--- config.mk ---
export PLATFORM = sky130hd
export DESIGN_NAME = http_response_stream_parser
export DESIGN_NICKNAME = d
export VERILOG_FILES = /design/src/rtl/hrsp_pkg.sv /design/src/rtl/hrsp_core.sv /design/src/rtl/http_response_stream_parser.sv
export SDC_FILE = /design/constraint.sdc
export NUM_CORES = 1
export LEC_CHECK = 0
export ABC_CLOCK_PERIOD_IN_PS = 6600
export BUFFER_PORTS_ARGS = -buffer_cell sky130_fd_sc_hd__buf_4
export CAP_MARGIN = 20
export CORE_ASPECT_RATIO = 0.6
export CORE_MARGIN = 4
export CORE_UTILIZATION = 45
export CTS_CLUSTER_SIZE = 25
export DETAILED_ROUTE_END_ITERATION = 8
export SLEW_MARGIN = 10
export SYNTH_ARGS = -nofsm -noshare
export SYNTH_HDL_FRONTEND = slang
export SYNTH_SLANG_ARGS = --single-unit
--- constraint.sdc ---
create_clock -name clock -period 6.6 [get_ports clock]
set_clock_uncertainty 0.2 [all_clocks]
set_input_delay 0 -clock clock [delete_from_list [all_inputs] [get_ports clock]]
set_output_delay 0 -clock clock [all_outputs]
set_load 0.05 [all_outputs]
--- src/rtl/hrsp_pkg.sv ---
package hrsp_pkg;

   localparam int LengthBitsDefault = 32;

   typedef enum logic [14:0] {
      PH_PROTO   = 15'h0001,
      PH_STATUS  = 15'h0002,
      PH_REASON  = 15'h0004,
      PH_LINE    = 15'h0008,
      PH_LINE_CR = 15'h0010,
      PH_NAME    = 15'h0020,
      PH_VALUE   = 15'h0040,
      PH_BODY    = 15'h0080,
      PH_CSIZE   = 15'h0100,
      PH_CEXT    = 15'h0200,
      PH_CDATA   = 15'h0400,
      PH_CCR     = 15'h0800,
      PH_CLF     = 15'h1000,
      PH_TRAILER = 15'h2000,
      PH_HALT    = 15'h4000
   } phase_type;

   typedef enum logic [1:0] {
      FS_NONE = 2'd0,
      FS_CL   = 2'd1,
      FS_TE   = 2'd2,
      FS_CE   = 2'd3
   } field_type;

   localparam logic [2:0] EV_NONE  = 3'd0;
   localparam logic [2:0] EV_BODY  = 3'd1;
   localparam logic [2:0] EV_HDR   = 3'd2;
   localparam logic [2:0] EV_DONE  = 3'd3;
   localparam logic [2:0] EV_ERROR = 3'd4;

   localparam logic [3:0] ERR_NONE     = 4'd0;
   localparam logic [3:0] ERR_PROTOCOL = 4'd8;
   localparam logic [3:0] ERR_VERSION  = 4'd9;
   localparam logic [3:0] ERR_HEADER   = 4'd10;
   localparam logic [3:0] ERR_CHUNK    = 4'd11;
   localparam logic [3:0] ERR_TE       = 4'd12;

   localparam logic [7:0] CH_CR = 8'd13;
   localparam logic [7:0] CH_LF = 8'd10;

   typedef struct packed {
      logic [2:0] event_res;
      logic [7:0] body_byte;
   } beat_type;

   function automatic logic [7:0] proto_char(input logic [4:0] i);
      case (i)
         5'd0: proto_char = "H";
         5'd1: proto_char = "T";
         5'd2: proto_char = "T";
         5'd3: proto_char = "P";
         5'd4: proto_char = "/";
         5'd5: proto_char = "1";
         5'd6: proto_char = ".";
         5'd7: proto_char = "1";
         default: proto_char = " ";
      endcase
   endfunction

   function automatic logic [7:0] name_char(input logic [1:0] n, input logic [4:0] i);
      logic [8*17-1:0] s;
      s = (n == 2'd0) ? {"content-length", 24'd0} :
          (n == 2'd1) ? "transfer-encoding" : {"content-encoding", 8'd0};
      name_char = s[8*(16-i) +: 8];
   endfunction

   function automatic logic [4:0] name_len(input logic [1:0] n);
      name_len = (n == 2'd0) ? 5'd14 : (n == 2'd1) ? 5'd17 : 5'd16;
   endfunction

   function automatic logic [7:0] val_char(input logic [1:0] n, input logic [4:0] i);
      logic [8*8-1:0] s;
      case (n)
         2'd0: s = "identity";
         2'd1: s = {"chunked", 8'd0};
         2'd2: s = {"gzip", 32'd0};
         default: s = {"deflate", 8'd0};
      endcase
      val_char = s[8*(7-i[2:0]) +: 8];
   endfunction

   function automatic logic [4:0] val_len(input logic [1:0] n);
      case (n)
         2'd0: val_len = 5'd8;
         2'd1: val_len = 5'd7;
         2'd2: val_len = 5'd4;
         default: val_len = 5'd7;
      endcase
   endfunction

   function automatic logic is_ws(input logic [7:0] b);
      is_ws = (b == 8'd32) || (b >= 8'd9 && b <= 8'd13);
   endfunction

   function automatic logic [7:0] to_lower(input logic [7:0] b);
      to_lower = (b >= "A" && b <= "Z") ? b + 8'd32 : b;
   endfunction

   function automatic logic [4:0] hex_val(input logic [7:0] b);
      if (b >= "0" && b <= "9") hex_val = {1'b0, b[3:0]};
      else if ((b >= "a" && b <= "f") || (b >= "A" && b <= "F"))
         hex_val = {1'b0, b[3:0] + 4'd9};
      else hex_val = 5'h10;
   endfunction

   function automatic logic [3:0] classify(input logic [9:0] s);
      if (s >= 10'd500) classify = 4'd1;
      else if (s >= 10'd400)
         classify = (s == 10'd401) ? 4'd3 : (s == 10'd403) ? 4'd4 :
                    (s == 10'd404) ? 4'd5 : 4'd2;
      else if (s >= 10'd300) classify = (s == 10'd304) ? 4'd6 : 4'd7;
      else if (s >= 10'd200) classify = 4'd0;
      else classify = 4'd1;
   endfunction

endpackage

--- src/rtl/hrsp_core.sv ---
module hrsp_core
   import hrsp_pkg::*;
#(
   parameter int LENGTH_BITS = LengthBitsDefault
) (
   input  logic        clock,
   input  logic        reset,
   input  logic        step,
   input  logic [7:0]  b,
   input  logic        expect_body,
   output beat_type    beat,
   output logic [9:0]  status_code,
   output logic [3:0]  result_code,
   output logic [1:0]  transfer_kind,
   output logic [1:0]  content_kind,
   output logic [31:0] content_length
);

   localparam logic [LENGTH_BITS-1:0] LenMax = '1;
   localparam logic [LENGTH_BITS-1:0] HexLim = LenMax >> 4;

   phase_type              phase_ff, phase_in;
   logic [4:0]             pos_ff, pos_in;
   logic [9:0]             stat_ff, stat_in;
   logic [LENGTH_BITS-1:0] len_ff, len_in, rem_ff, rem_in;
   logic [2:0]             ncand_ff, ncand_in;
   logic [3:0]             vcand_ff, vcand_in;
   field_type              fsel_ff, fsel_in;
   logic [1:0]             lep_ff, lep_in;
   logic                   dig_ff, dig_in;
   logic [1:0]             tm_ff, tm_in, cm_ff, cm_in;
   logic [3:0]             err_ff, err_in;
   logic                   tst_ff, tst_in, sp_ff, sp_in, raw_ff, raw_in;
   logic [2:0]             ev;

   logic [LENGTH_BITS+3:0] len_x10;
   logic [13:0]            stat_x10;
   logic [4:0]             hv;
   logic [7:0]             lc;
   logic                   fire_ws;

   always_comb begin
      logic [7:0] vb;
      logic       feed;
      phase_in = phase_ff; pos_in = pos_ff; stat_in = stat_ff; len_in = len_ff;
      rem_in = rem_ff; ncand_in = ncand_ff; vcand_in = vcand_ff; fsel_in = fsel_ff;
      lep_in = lep_ff; dig_in = dig_ff; tm_in = tm_ff; cm_in = cm_ff; err_in = err_ff;
      tst_in = tst_ff; sp_in = sp_ff; raw_in = raw_ff; ev = EV_NONE;
      vb = b; feed = 1'b0;
      lc = to_lower(b);
      hv = hex_val(b);
      fire_ws = is_ws(b);
      stat_x10 = {4'd0, stat_ff} * 14'd10 + {10'd0, b[3:0]};
      len_x10 = {4'd0, len_ff} * 10 + {{(LENGTH_BITS){1'b0}}, b[3:0]};
      unique case (phase_ff)
         PH_PROTO: begin
            if (pos_ff < 5'd9 && b == proto_char(pos_ff)) begin
               pos_in = pos_ff + 5'd1;
               if (pos_ff == 5'd8) begin
                  phase_in = PH_STATUS; pos_in = '0; stat_in = '0; dig_in = 1'b0;
               end
            end else begin
               ev = EV_ERROR; phase_in = PH_HALT;
               if (err_ff == ERR_NONE)
                  err_in = (pos_ff < 5'd4) ? ERR_PROTOCOL :
                           (pos_ff < 5'd8) ? ERR_VERSION : ERR_HEADER;
            end
         end
         PH_STATUS: begin
            if (b >= "0" && b <= "9") begin
               stat_in = (stat_x10 > 14'd999) ? 10'd999 : stat_x10[9:0];
               dig_in = 1'b1;
            end else if (!dig_ff) begin
               ev = EV_ERROR; phase_in = PH_HALT;
               if (err_ff == ERR_NONE) err_in = ERR_HEADER;
            end else begin
               phase_in = PH_REASON;
               lep_in = (b == CH_CR) ? 2'd1 : 2'd0;
            end
         end
         PH_REASON, PH_CEXT: begin
            if (lep_ff == 2'd1 && b == CH_LF) begin
               lep_in = 2'd0;
               if (phase_ff == PH_CEXT) phase_in = PH_CDATA;
               else begin
                  phase_in = PH_LINE; ncand_in = 3'b111; fsel_in = FS_NONE;
                  pos_in = '0; tst_in = 1'b0; sp_in = 1'b0; raw_in = 1'b0;
               end
            end else lep_in = (b == CH_CR) ? 2'd1 : 2'd0;
         end
         PH_LINE, PH_LINE_CR, PH_NAME: begin
            if (phase_ff == PH_LINE && b == CH_CR) phase_in = PH_LINE_CR;
            else if (phase_ff == PH_LINE_CR && b == CH_LF) begin
               if (!expect_body) begin phase_in = PH_HALT; ev = EV_DONE; end
               else if (tm_ff == 2'd2) begin
                  ev = EV_ERROR; phase_in = PH_HALT;
                  if (err_ff == ERR_NONE) err_in = ERR_TE;
               end else if (tm_ff == 2'd1) begin
                  phase_in = PH_CSIZE; rem_in = '0; dig_in = 1'b0; ev = EV_HDR;
               end else begin
                  rem_in = len_ff;
                  if (len_ff == '0) begin phase_in = PH_HALT; ev = EV_DONE; end
                  else begin phase_in = PH_BODY; ev = EV_HDR; end
               end
            end else begin
               logic rne;
               rne = raw_ff || (phase_ff == PH_LINE_CR);
               phase_in = PH_NAME;
               if (b == ":") begin
                  if (!rne) begin
                     ev = EV_ERROR; phase_in = PH_HALT;
                     if (err_ff == ERR_NONE) err_in = ERR_HEADER;
                  end else begin
                     if (ncand_ff[0] && pos_ff == name_len(2'd0)) fsel_in = FS_CL;
                     else if (ncand_ff[1] && pos_ff == name_len(2'd1)) fsel_in = FS_TE;
                     else if (ncand_ff[2] && pos_ff == name_len(2'd2)) fsel_in = FS_CE;
                     else fsel_in = FS_NONE;
                     if (fsel_in == FS_CL) len_in = '0;
                     vcand_in = 4'b1111; pos_in = '0; tst_in = 1'b0; sp_in = 1'b0;
                     raw_in = 1'b0; lep_in = 2'd0; phase_in = PH_VALUE;
                  end
               end else begin
                  raw_in = 1'b1;
                  if (fire_ws) begin
                     if (tst_ff) sp_in = 1'b1;
                  end else begin
                     logic [2:0] c;
                     c = sp_ff ? 3'b000 : ncand_ff;
                     tst_in = 1'b1;
                     for (int i = 0; i < 3; i++)
                        if (c[i] && (pos_ff >= name_len(2'(i)) ||
                                     name_char(2'(i), pos_ff) != lc))
                           c[i] = 1'b0;
                     ncand_in = c;
                     if (pos_ff < 5'd31) pos_in = pos_ff + 5'd1;
                  end
               end
            end
         end
         PH_VALUE: begin
            if (lep_ff == 2'd1 && b == CH_LF) begin
               if (fsel_ff == FS_TE) begin
                  if (!raw_ff || (vcand_ff[0] && pos_ff == val_len(2'd0))) tm_in = 2'd0;
                  else if (vcand_ff[1] && pos_ff == val_len(2'd1)) tm_in = 2'd1;
                  else tm_in = 2'd2;
               end else if (fsel_ff == FS_CE) begin
                  if (!raw_ff || (vcand_ff[0] && pos_ff == val_len(2'd0))) cm_in = 2'd0;
                  else if (vcand_ff[2] && pos_ff == val_len(2'd2)) cm_in = 2'd1;
                  else if (vcand_ff[3] && pos_ff == val_len(2'd3)) cm_in = 2'd2;
                  else cm_in = 2'd3;
               end
               phase_in = PH_LINE; ncand_in = 3'b111; fsel_in = FS_NONE;
               pos_in = '0; tst_in = 1'b0; sp_in = 1'b0; raw_in = 1'b0; lep_in = 2'd0;
            end else if (lep_ff == 2'd1 && b != CH_CR) begin
               // pending CR and this byte are both value bytes: CR is whitespace
               // and only flags a space, so fold it in before the byte
               lep_in = 2'd0; feed = 1'b1;
            end else if (b == CH_CR) begin
               lep_in = 2'd1;
               if (lep_ff == 2'd1) begin vb = CH_CR; feed = 1'b1; end
            end else feed = 1'b1;
            if (feed) begin
               logic pend_cr, sp_v, ts_v;
               pend_cr = (lep_ff == 2'd1) && (vb != CH_CR || b == CH_CR);
               pend_cr = (lep_ff == 2'd1) && b != CH_CR;
               raw_in = 1'b1;
               ts_v = tst_ff; sp_v = sp_ff;
               if (pend_cr && fsel_ff != FS_CL && tst_ff) sp_v = 1'b1;
               if (fsel_ff == FS_CL) begin
                  // pending CR: nonblank leading CR or digit-terminator
                  if (pend_cr && tst_ff) fsel_in = FS_NONE;
                  else if (pend_cr || !(!tst_ff && is_ws(vb)) || tst_ff) begin
                     if (!tst_ff && is_ws(vb) && !pend_cr) begin
                     end else if (pend_cr && !tst_ff && is_ws(vb)) begin
                     end else begin
                        tst_in = 1'b1;
                        if (vb >= "0" && vb <= "9") begin
                           if (len_x10[LENGTH_BITS+3:LENGTH_BITS] != 4'd0)
                              len_in = LenMax;
                           else len_in = len_x10[LENGTH_BITS-1:0];
                        end else fsel_in = FS_NONE;
                     end
                  end
               end else if (fsel_ff == FS_TE || fsel_ff == FS_CE) begin
                  if (is_ws(vb)) begin
                     if (ts_v) sp_in = 1'b1; else sp_in = sp_v;
                  end else begin
                     logic [3:0] c;
                     c = sp_v ? 4'b0000 : vcand_ff;
                     tst_in = 1'b1; sp_in = sp_v;
                     for (int i = 0; i < 4; i++)
                        if (c[i] && (pos_ff >= val_len(2'(i)) ||
                                     val_char(2'(i), pos_ff) != to_lower(vb)))
                           c[i] = 1'b0;
                     vcand_in = c;
                     if (pos_ff < 5'd31) pos_in = pos_ff + 5'd1;
                  end
               end
            end
         end
         PH_BODY, PH_CDATA: begin
            ev = EV_BODY;
            if (rem_ff != '0) rem_in = rem_ff - 1'b1;
            if (rem_ff <= 1) phase_in = (phase_ff == PH_BODY) ? PH_HALT : PH_CCR;
         end
         PH_CSIZE: begin
            if (!hv[4]) begin
               if (rem_ff > HexLim) begin
                  ev = EV_ERROR; phase_in = PH_HALT;
                  if (err_ff == ERR_NONE) err_in = ERR_CHUNK;
               end else begin
                  rem_in = {rem_ff[LENGTH_BITS-5:0], hv[3:0]}; dig_in = 1'b1;
               end
            end else if (!dig_ff) begin
               ev = EV_ERROR; phase_in = PH_HALT;
               if (err_ff == ERR_NONE) err_in = ERR_CHUNK;
            end else begin
               lep_in = (b == CH_CR) ? 2'd1 : 2'd0;
               phase_in = (rem_ff == '0) ? PH_TRAILER : PH_CEXT;
            end
         end
         PH_CCR, PH_CLF: begin
            if (phase_ff == PH_CCR && b == CH_CR) phase_in = PH_CLF;
            else if (phase_ff == PH_CLF && b == CH_LF) begin
               phase_in = PH_CSIZE; rem_in = '0; dig_in = 1'b0;
            end else begin
               ev = EV_ERROR; phase_in = PH_HALT;
               if (err_ff == ERR_NONE) err_in = ERR_CHUNK;
            end
         end
         PH_TRAILER: begin
            if (b == CH_CR) lep_in = (lep_ff == 2'd2) ? 2'd3 : 2'd1;
            else if (b == CH_LF && lep_ff == 2'd1) lep_in = 2'd2;
            else if (b == CH_LF && lep_ff == 2'd3) begin
               lep_in = 2'd0; phase_in = PH_HALT; ev = EV_DONE;
            end else lep_in = 2'd0;
         end
         default: phase_in = PH_HALT;
      endcase
   end

   always_ff @(posedge clock) begin
      if (reset) begin
         phase_ff <= PH_PROTO; pos_ff <= '0; stat_ff <= '0; len_ff <= '0; rem_ff <= '0;
         ncand_ff <= 3'b111; vcand_ff <= 4'b1111; fsel_ff <= FS_NONE; lep_ff <= '0;
         dig_ff <= 1'b0; tm_ff <= '0; cm_ff <= '0; err_ff <= ERR_NONE;
         tst_ff <= 1'b0; sp_ff <= 1'b0; raw_ff <= 1'b0;
      end else if (step) begin
         phase_ff <= phase_in; pos_ff <= pos_in; stat_ff <= stat_in; len_ff <= len_in;
         rem_ff <= rem_in; ncand_ff <= ncand_in; vcand_ff <= vcand_in; fsel_ff <= fsel_in;
         lep_ff <= lep_in; dig_ff <= dig_in; tm_ff <= tm_in; cm_ff <= cm_in;
         err_ff <= err_in; tst_ff <= tst_in; sp_ff <= sp_in; raw_ff <= raw_in;
      end
   end

   assign beat.event_res  = ev;
   assign beat.body_byte  = (ev == EV_BODY) ? b : 8'd0;
   assign status_code     = stat_in;
   assign result_code     = (err_in != ERR_NONE) ? err_in : classify(stat_in);
   assign transfer_kind   = tm_in;
   assign content_kind    = cm_in;
   assign content_length  = 32'(len_in);

   a_halt_sticks: assert property (@(posedge clock) disable iff (reset)
      step && phase_ff == PH_HALT |-> ev == EV_NONE)
      else $error("event after halt");
   a_err_halts: assert property (@(posedge clock) disable iff (reset)
      step && ev == EV_ERROR |=> phase_ff == PH_HALT && err_ff != ERR_NONE)
      else $error("error without halt");
   a_err_keep: assert property (@(posedge clock) disable iff (reset)
      $past(err_ff) != ERR_NONE && !$past(reset) |-> $stable(err_ff))
      else $error("sticky error changed");

endmodule

--- src/rtl/http_response_stream_parser.sv ---
// Each accepted byte has its result beat loaded into the output register on the edge
// that accepts it. Throughput: one byte per cycle while the output register is empty
// or rsp_ready is high; the output register frees on the same edge it is taken.
// Reset: synchronous, active high; parser returns to status line start, no errors,
// expect_body set to 1, output register empty.
module http_response_stream_parser
   import hrsp_pkg::*;
#(
   parameter int LENGTH_BITS = LengthBitsDefault
) (
   input  logic        clock,
   input  logic        reset,
   input  logic        req_valid,
   output logic        req_ready,
   input  logic [7:0]  req_rx_byte,
   output logic        rsp_valid,
   input  logic        rsp_ready,
   output logic [2:0]  rsp_event_res,
   output logic [7:0]  rsp_body_byte,
   output logic [9:0]  rsp_status_code,
   output logic [3:0]  rsp_result_code,
   output logic [1:0]  rsp_transfer_kind,
   output logic [1:0]  rsp_content_kind,
   output logic [31:0] rsp_content_length,
   input  logic        csr_write,
   input  logic        csr_wdata
);

   logic        expect_ff;
   logic        valid_ff;
   logic        step;
   beat_type    beat;
   logic [9:0]  sc;
   logic [3:0]  rc;
   logic [1:0]  tk, ck;
   logic [31:0] cl;

   assign req_ready = !valid_ff || rsp_ready;
   assign step      = req_valid && req_ready;

   hrsp_core #(.LENGTH_BITS(LENGTH_BITS)) u_core (
      .clock, .reset, .step, .b(req_rx_byte), .expect_body(expect_ff),
      .beat, .status_code(sc), .result_code(rc), .transfer_kind(tk),
      .content_kind(ck), .content_length(cl)
   );

   always_ff @(posedge clock) begin
      if (reset) begin
         expect_ff <= 1'b1;
         valid_ff  <= 1'b0;
      end else begin
         if (csr_write) expect_ff <= csr_wdata;
         if (req_ready) valid_ff <= req_valid;
      end
   end

   always_ff @(posedge clock) begin
      if (step) begin
         rsp_event_res      <= beat.event_res;
         rsp_body_byte      <= beat.body_byte;
         rsp_status_code    <= sc;
         rsp_result_code    <= rc;
         rsp_transfer_kind  <= tk;
         rsp_content_kind   <= ck;
         rsp_content_length <= cl;
      end
   end

   assign rsp_valid = valid_ff;

   a_hold: assert property (@(posedge clock) disable iff (reset)
      rsp_valid && !rsp_ready |=> rsp_valid && $stable(rsp_event_res))
      else $error("beat dropped");

endmodule
### Word-level counts from Yosys, hierarchy flattened

Memory sizes are Yosys's and may differ from the RTL's. A register that Yosys moved wholly into a read port is not among the register bits.
Cells that the tools add are included.

| word-level totals | value |
|---|---|
| register bits after elaboration | 180 |
| bits in latches | 0 |
| RAM bits | 0 |
| bits in read-only memories | 56 |
| input bits | 14 |
| word-level logic and storage cells | 556 |
| memories kept | 1 |

| cells by class | value |
|---|---|
| add/sub/neg operators | 9 |
| multipliers | 2 |
| div/mod/pow operators | 0 |
| order comparisons | 32 |
| eq/ne operators | 89 |
| shift-type cells | 7 |
| multiplexer cells | 304 |
| bitwise logic cells | 0 |
| reductions and logical operators | 87 |

Memory list:

| memory | depth | bits a word | read ports | clocked after memory_dff | write ports | line | source |
|---|---|---|---|---|---|---|---|
| (name not given) | 8 | 7 | 1 | 1 | 0 | hrsp_pkg.sv:52 | `case (i)` |

Operators by type and width:

| operator | count |
|---|---|
| two-way mux 64 bit | 20 |
| two-way mux 32 bit | 23 |
| variable part select 136 x 33 -> 8 bit, first input constant | 3 |
| two-way mux 15 bit | 24 |
| variable part select 64 x 33 -> 8 bit | 4 |
| two-way mux 5 bit | 33 |
| two-way mux 4 bit | 34 |
| case mux 15 bit (9 select lines) | 1 |
| case mux 32 bit (4 select lines) | 1 |
| two-way mux 2 bit | 49 |
| two-way mux 3 bit | 27 |
| two-way mux 8 bit | 9 |
| logical NOT 32 bit | 2 |
| two-way mux 1 bit | 64 |
| case mux 32 bit (2 select lines) | 1 |
| inequality test 8 bit | 7 |
| equality test 10 x 9 -> 1 bit, second input constant | 4 |
| two-way mux 10 bit | 4 |
| logical AND 1 bit | 38 |
| adder 36 x 4 -> 36 bit | 1 |
| multiplier 32 x 3 -> 35 bit, second input constant | 1 |
| inequality test 2 x 1 -> 1 bit, second input constant | 17 |
| greater-than comparator 32 x 28 -> 1 bit, second input constant | 1 |
| less-or-equal comparator 32 x 1 -> 1 bit, second input constant | 1 |
| other kinds (81) | 161 |

### Logic depth before layout (Yosys ltp)

| depth | value |
|---|---|
| word-level depth | 24 |
| mapped depth | 18 |
| gate-level depth less buffers | 16 |

### Modules after synthesis

A second synthesis with hierarchy kept.

| unflattened totals | value |
|---|---|
| cells, all modules | 2,065 |
| area total of the unflattened synthesis | 15,872.7 µm² |

By module, submodules not included:

| module | instances | cells an instance | area an instance (µm²) |
|---|---|---|---|
| hrsp_core | 1 | 1,996 | 13,957.1 |
| http_response_stream_parser | 1 | 69 | 1,915.6 |

### Worst setup path after synthesis

No wires, ideal clock.

| path | value |
|---|---|
| path type | register to register |
| start | register u_core.len_ff[1] |
| end | register rsp_content_length[10] (data pin) |
| data arrival time | 4,404 ps |
| data required time | 6,140 ps |
| setup slack | 1,736 ps |
| stages on the path, launching flop included | 16 |
| clock period less this slack | 4,864 ps |
| cells stage by stage | dfxtp_1 ha_1 ha_1 fa_1 a211oi_1 o21a_1 a21oi_2 o32a_1 a211oi_1 nand4_1 or4_4 nor4_4 nor2_1 buf_2 o32ai_1 nand2_1 |

| on the way | value |
|---|---|
| word-level cells in the longest chain between the ends | 12 |

RTL lines:

| item | line | source |
|---|---|---|
| start: declaration | hrsp_core.sv:25 | `logic [LENGTH_BITS-1:0] len_ff, len_in, rem_ff, rem_in;` |
| start signal: assignment | hrsp_core.sv:249 | `phase_ff <= phase_in; pos_ff <= pos_in; stat_ff <= stat_in; len_ff <= len_in;` |
| multiplier 32 x 3 -> 35 bit (*) | hrsp_core.sv:54 | `len_x10 = {4'd0, len_ff} * 10 + {{(LENGTH_BITS){1'b0}}, b[3:0]};` |
| adder 36 x 4 -> 36 bit (*) | hrsp_core.sv:54 |  |
| nonzero test 4 bit | hrsp_core.sv:178 | `if (len_x10[LENGTH_BITS+3:LENGTH_BITS] != 4'd0)` |
| two-way mux 32 bit (*) | hrsp_core.sv:178 |  |
| two-way mux 32 bit (*) | hrsp_core.sv:177 | `if (vb >= "0" && vb <= "9") begin` |
| two-way mux 32 bit (*) | hrsp_core.sv:174 | `end else if (pend_cr && !tst_ff && is_ws(vb)) begin` |
| two-way mux 32 bit (*) | hrsp_core.sv:173 | `if (!tst_ff && is_ws(vb) && !pend_cr) begin` |
| two-way mux 32 bit (*) | hrsp_core.sv:172 | `else if (pend_cr \|\| !(!tst_ff && is_ws(vb)) \|\| tst_ff) begin` |
| two-way mux 32 bit (*) | hrsp_core.sv:171 | `if (pend_cr && tst_ff) fsel_in = FS_NONE;` |
| two-way mux 32 bit (*) | hrsp_core.sv:169 | `if (fsel_ff == FS_CL) begin` |
| two-way mux 32 bit (*) | hrsp_core.sv:162 | `if (feed) begin` |
| case mux 32 bit (2 select lines) (*) | hrsp_core.sv:55 | `unique case (phase_ff)` |
| net cl[10] | http_response_stream_parser.sv:36 | `logic [31:0] cl;` |
| end signal: assignment | http_response_stream_parser.sv:65 | `rsp_content_length <= cl;` |
| end: declaration | http_response_stream_parser.sv:24 | `output logic [31:0] rsp_content_length,` |

The timed path passes the listed nets; every way through them passes the cells marked *.
A chain may end at the register's enable or synchronous reset.

### Worst setup path after layout

| path | value |
|---|---|
| start | register u_core.len_ff[1] |
| end | register u_core.len_ff[8] |

| on the way | value |
|---|---|
| word-level cells in the longest chain between the ends | 12 |

RTL lines:

| item | line |
|---|---|
| multiplier 32 x 3 -> 35 bit (*) | hrsp_core.sv:54 |
| adder 36 x 4 -> 36 bit (*) | hrsp_core.sv:54 |
| nonzero test 4 bit | hrsp_core.sv:178 |
| two-way mux 32 bit (*) | hrsp_core.sv:178 |
| two-way mux 32 bit (*) | hrsp_core.sv:177 |
| two-way mux 32 bit (*) | hrsp_core.sv:174 |
| two-way mux 32 bit (*) | hrsp_core.sv:173 |
| two-way mux 32 bit (*) | hrsp_core.sv:172 |
| two-way mux 32 bit (*) | hrsp_core.sv:171 |
| two-way mux 32 bit (*) | hrsp_core.sv:169 |
| two-way mux 32 bit (*) | hrsp_core.sv:162 |
| case mux 32 bit (2 select lines) (*) | hrsp_core.sv:55 |

Mark *: on every way between the ends. The rest lies on a longest branch, timed or not.

==> run metrics <==
fin. max-slew vios 0; die extent in x between 200 and 300 um; Min-Delay Endpoint u_core.err_ff[3]; H-tree Lvls 4; TritonCTS clock tree yes; wire length per cell roughly 24 um; Synth area leaders dfxtp_1 (16%), edfxtp_1 (11%), ha_1 (8.3%), nand2_1 (6.0%), nor2_1 (5.1%); port buffer count 76; initial drt markers 2424; Ys Warns 0; DR DRC count 0; post-layout min period roughly 6000 ps; outcome finished clean; FP Rows 53; Switch Pwr around 0.001 W; main flop type after synthesis dfxtp_1; CTS sink cnt 187; syn nets about 2300; Worst-Skew Late Latency 460 ps; Setup crit start kind flip-flop; Final ANT Viol Nets 0; Final Core Density 0.5096; number of enable flip-flop cells after synthesis 61; core outline area 0.03535 mm^2; Max Cap Viol 0; Crit Path Class flip-flop to flip-flop; r2r setup slk around 580 ps; Synth-to-Final Area Change 10.77%; Setup TNS 0 ps; clock slew at reported path FFs about 80 ps; Worst Path Max Fanout 47; Max VDD drop between 0.15 and 0.2 mV; Initial Util 0.4601; P_int a little over 0.002 W; Slew @ Worst Pin ~1100 ps; Reg power frac 0.416; Layout Cells excl Fill about 2700; Logic pwr share 0.219; initial antenna violation count 0; Post-DP HPWL roughly 47000 um; root buf cell clkbuf_16; Lkg Pwr just over 7 nW; final setup violation count 0; slew margin rel. 0.2690; register area share after synthesis 0.2678; Switching Share 0.3257; worst hold path class primary input to flip-flop; DIE AREA just under 0.04 mm^2; grt total ovfl 0; r2r endpoint u_core.len_ff[8]; fmax 0.1661 GHz; via/cell ratio 6.629; Tot GR Track Use 0.3119; count of state elements after synthesis between 150 and 200; total CTS buffers 17; clock network fraction of design power 0.365; library cells used by synthesis just over 90; total number of vias between 15000 and 20000; CP Data Required Time approximately 6800 ps; vias in the first global route approximately 15000; Fillers roughly 3500; Pwr Density 166.9 mW/mm^2; Ports 77; 1st-pass router iterations 8; post-synth top area share 0.1551; DRT Wirelength ~63000 um; cell count after synthesis about 2100; Critical Path AT a little over 6000 ps; first-pass GRT wire length 95220 um; R2R Path Start u_core.len_ff[1]; die height ~160 um; Hold Vio Cnt, Final 0; post-cts resize count 0; Post-Syn Area 0.01626 mm^2; worst reg2reg path depth 16; layout cells sized above 1 0.09199; hold path depth 6; RSZ-0062 raised after global routing no; cell taking the most area after synthesis dfxtp_1; Hold Crit Start rsp_ready; FFs w/ async S/R, synth 0; postcts setup bufs 0; post-synthesis area per instance 7.574 um^2; CP endpoint kind flip-flop; diode count 0; largest net degree at the start of global routing 55; RePlAce Congestion around 0.99; CTS Hold Buffers Added 10; clk buf depth 2; fin crit share 0.9124; Placed Cells incl. Taps 2608; Final #Nets around 2300
==> power by group through the flow <==
stage / logic (W) / registers, W / clock network, W
floorplan: 0.000373 / 0.00134 / 0
global placement: 0.000624 / 0.00128 / 0
detailed placement: 0.000630 / 0.00128 / 0
CTS: 0.000638 / 0.00125 / 0.00110
global route: 0.000704 / 0.00125 / 0.00116
finish: 0.000659 / 0.00125 / 0.00110
==> metal layers <==
metal | up-vias | part of all wire | GRT usage
met1 | 8350 | 0.49 | 0.5193
met2 | 1103 | 0.35 | 0.3674
met3 | 72 | 0.14 | 0.1031
met5 | - | 0 | 0
met4 | 0 | 0.016 | 0.06691
li1 | 8056 | - | -
==> area by class of cell <==
class,instances,area [um^2],area share
multi-input cells,1779,11250,0.6245
flip-flops and latches,187,4354,0.2417
repair buffers,129,998.5,0.05543
well taps,467,584.3,0.03244
clock buffers,22,506.7,0.02813
inverters,58,219.0,0.01216
clock inverters,10,101.3,0.005626
==> cells in the mapped netlist (all sizes together) (20+ instances only) <==
cell	n
nor3	78
xnor2	71
buf	20
a21o	20
o211ai	20
a22oi	54
nor4	34
ha	108
clkbuf	103
dfxtp	126
inv	53
xor2	33
a211oi	40
nand3	55
o32ai	25
nor2b	20
a21oi	145
o21ai	174
a31oi	25
edfxtp	61
nand2b	27
nand4	32
and3	26
nor2	222
and2	37
nand2	261
==> cell usage in the layout, fill, tap and decap left out, drive strengths merged, types with 61 or more instances in the layout <==
cell | netlist | layout
nor3 | 78 | 78
dfxtp | 126 | 126
nand2 | 261 | 261
a21oi | 145 | 145
edfxtp | 61 | 61
o21ai | 174 | 174
xnor2 | 71 | 71
nor2 | 222 | 222
buf | 20 | 118
ha | 108 | 108
==> flip-flops by register name, indices dropped and copies added (netlist names), 2 cells and up, named ones only <==
signal              count
u_core.err_ff           4
rsp_body_byte           8
rsp_transfer_kind       2
rsp_content_kind        2
u_core.fsel_ff          2
u_core.cm_ff            2
u_core.lep_ff           2
u_core.pos_ff           5
u_core.stat_ff         10
u_core.ncand_ff         3
u_core.len_ff          32
rsp_content_length     32
rsp_event_res           3
u_core.tm_ff            2
u_core.phase_ff        15
u_core.vcand_ff         4
rsp_status_code        10
rsp_result_code         4
u_core.rem_ff          32
==> stage by stage <==
stage	power (W)	hold WS [ps]	setup slack (ps)	instance area, um^2
finish	0.003006	42.65	578.1	18010
CTS	0.002992	12.79	793.1	17990
global route	0.003116	36.90	322.8	18010
global placement	0.001900	35.32	942.1	17290
detailed placement	0.001905	39.66	846.0	17290
floorplan	0.001715	-84.11	1736	16260
==> kinds of logic after synthesis <==
logic type               Yosys count  synth area share
flip-flops                       187            0.2678
XOR/XNOR                         104           0.05601
buffers and inverters            181           0.04270
AO/OA/AOI/OAI                    667            0.2704
multiplexers                      27           0.01723
AND/OR/NAND/NOR                  868            0.2573
adder cells (fa/ha/maj)          113           0.08864
==> worst max path at each step <==
stage	from	to	slack (ps)	cells after the start
after detailed placement	u_core.len_ff[1]	u_core.len_ff[8]	850	16
final	u_core.len_ff[1]	u_core.len_ff[8]	580	16
after CTS	u_core.len_ff[1]	u_core.len_ff[8]	790	16
after global placement	u_core.len_ff[1]	u_core.len_ff[14]	940	16
after global routing	u_core.len_ff[1]	u_core.len_ff[6]	320	16
after floorplan	u_core.len_ff[1]	rsp_content_length[10]	1740	15
==> worst max-delay path, cell delays in order, from the launching register on <==
cell      delay [ps]
dfxtp_1          480
ha_1             290
ha_1             230
fa_1             410
a211oi_1         510
o21ai_0          250
o21ai_0          270
buf_4            200
a21o_1           180
nand2_1           80
o311ai_0         890
nand2_1          350
o31a_4           490
o21ai_4          250
buf_4            430
o21ai_0          160
a22oi_1          210
(Power assumes the default switching activity.)
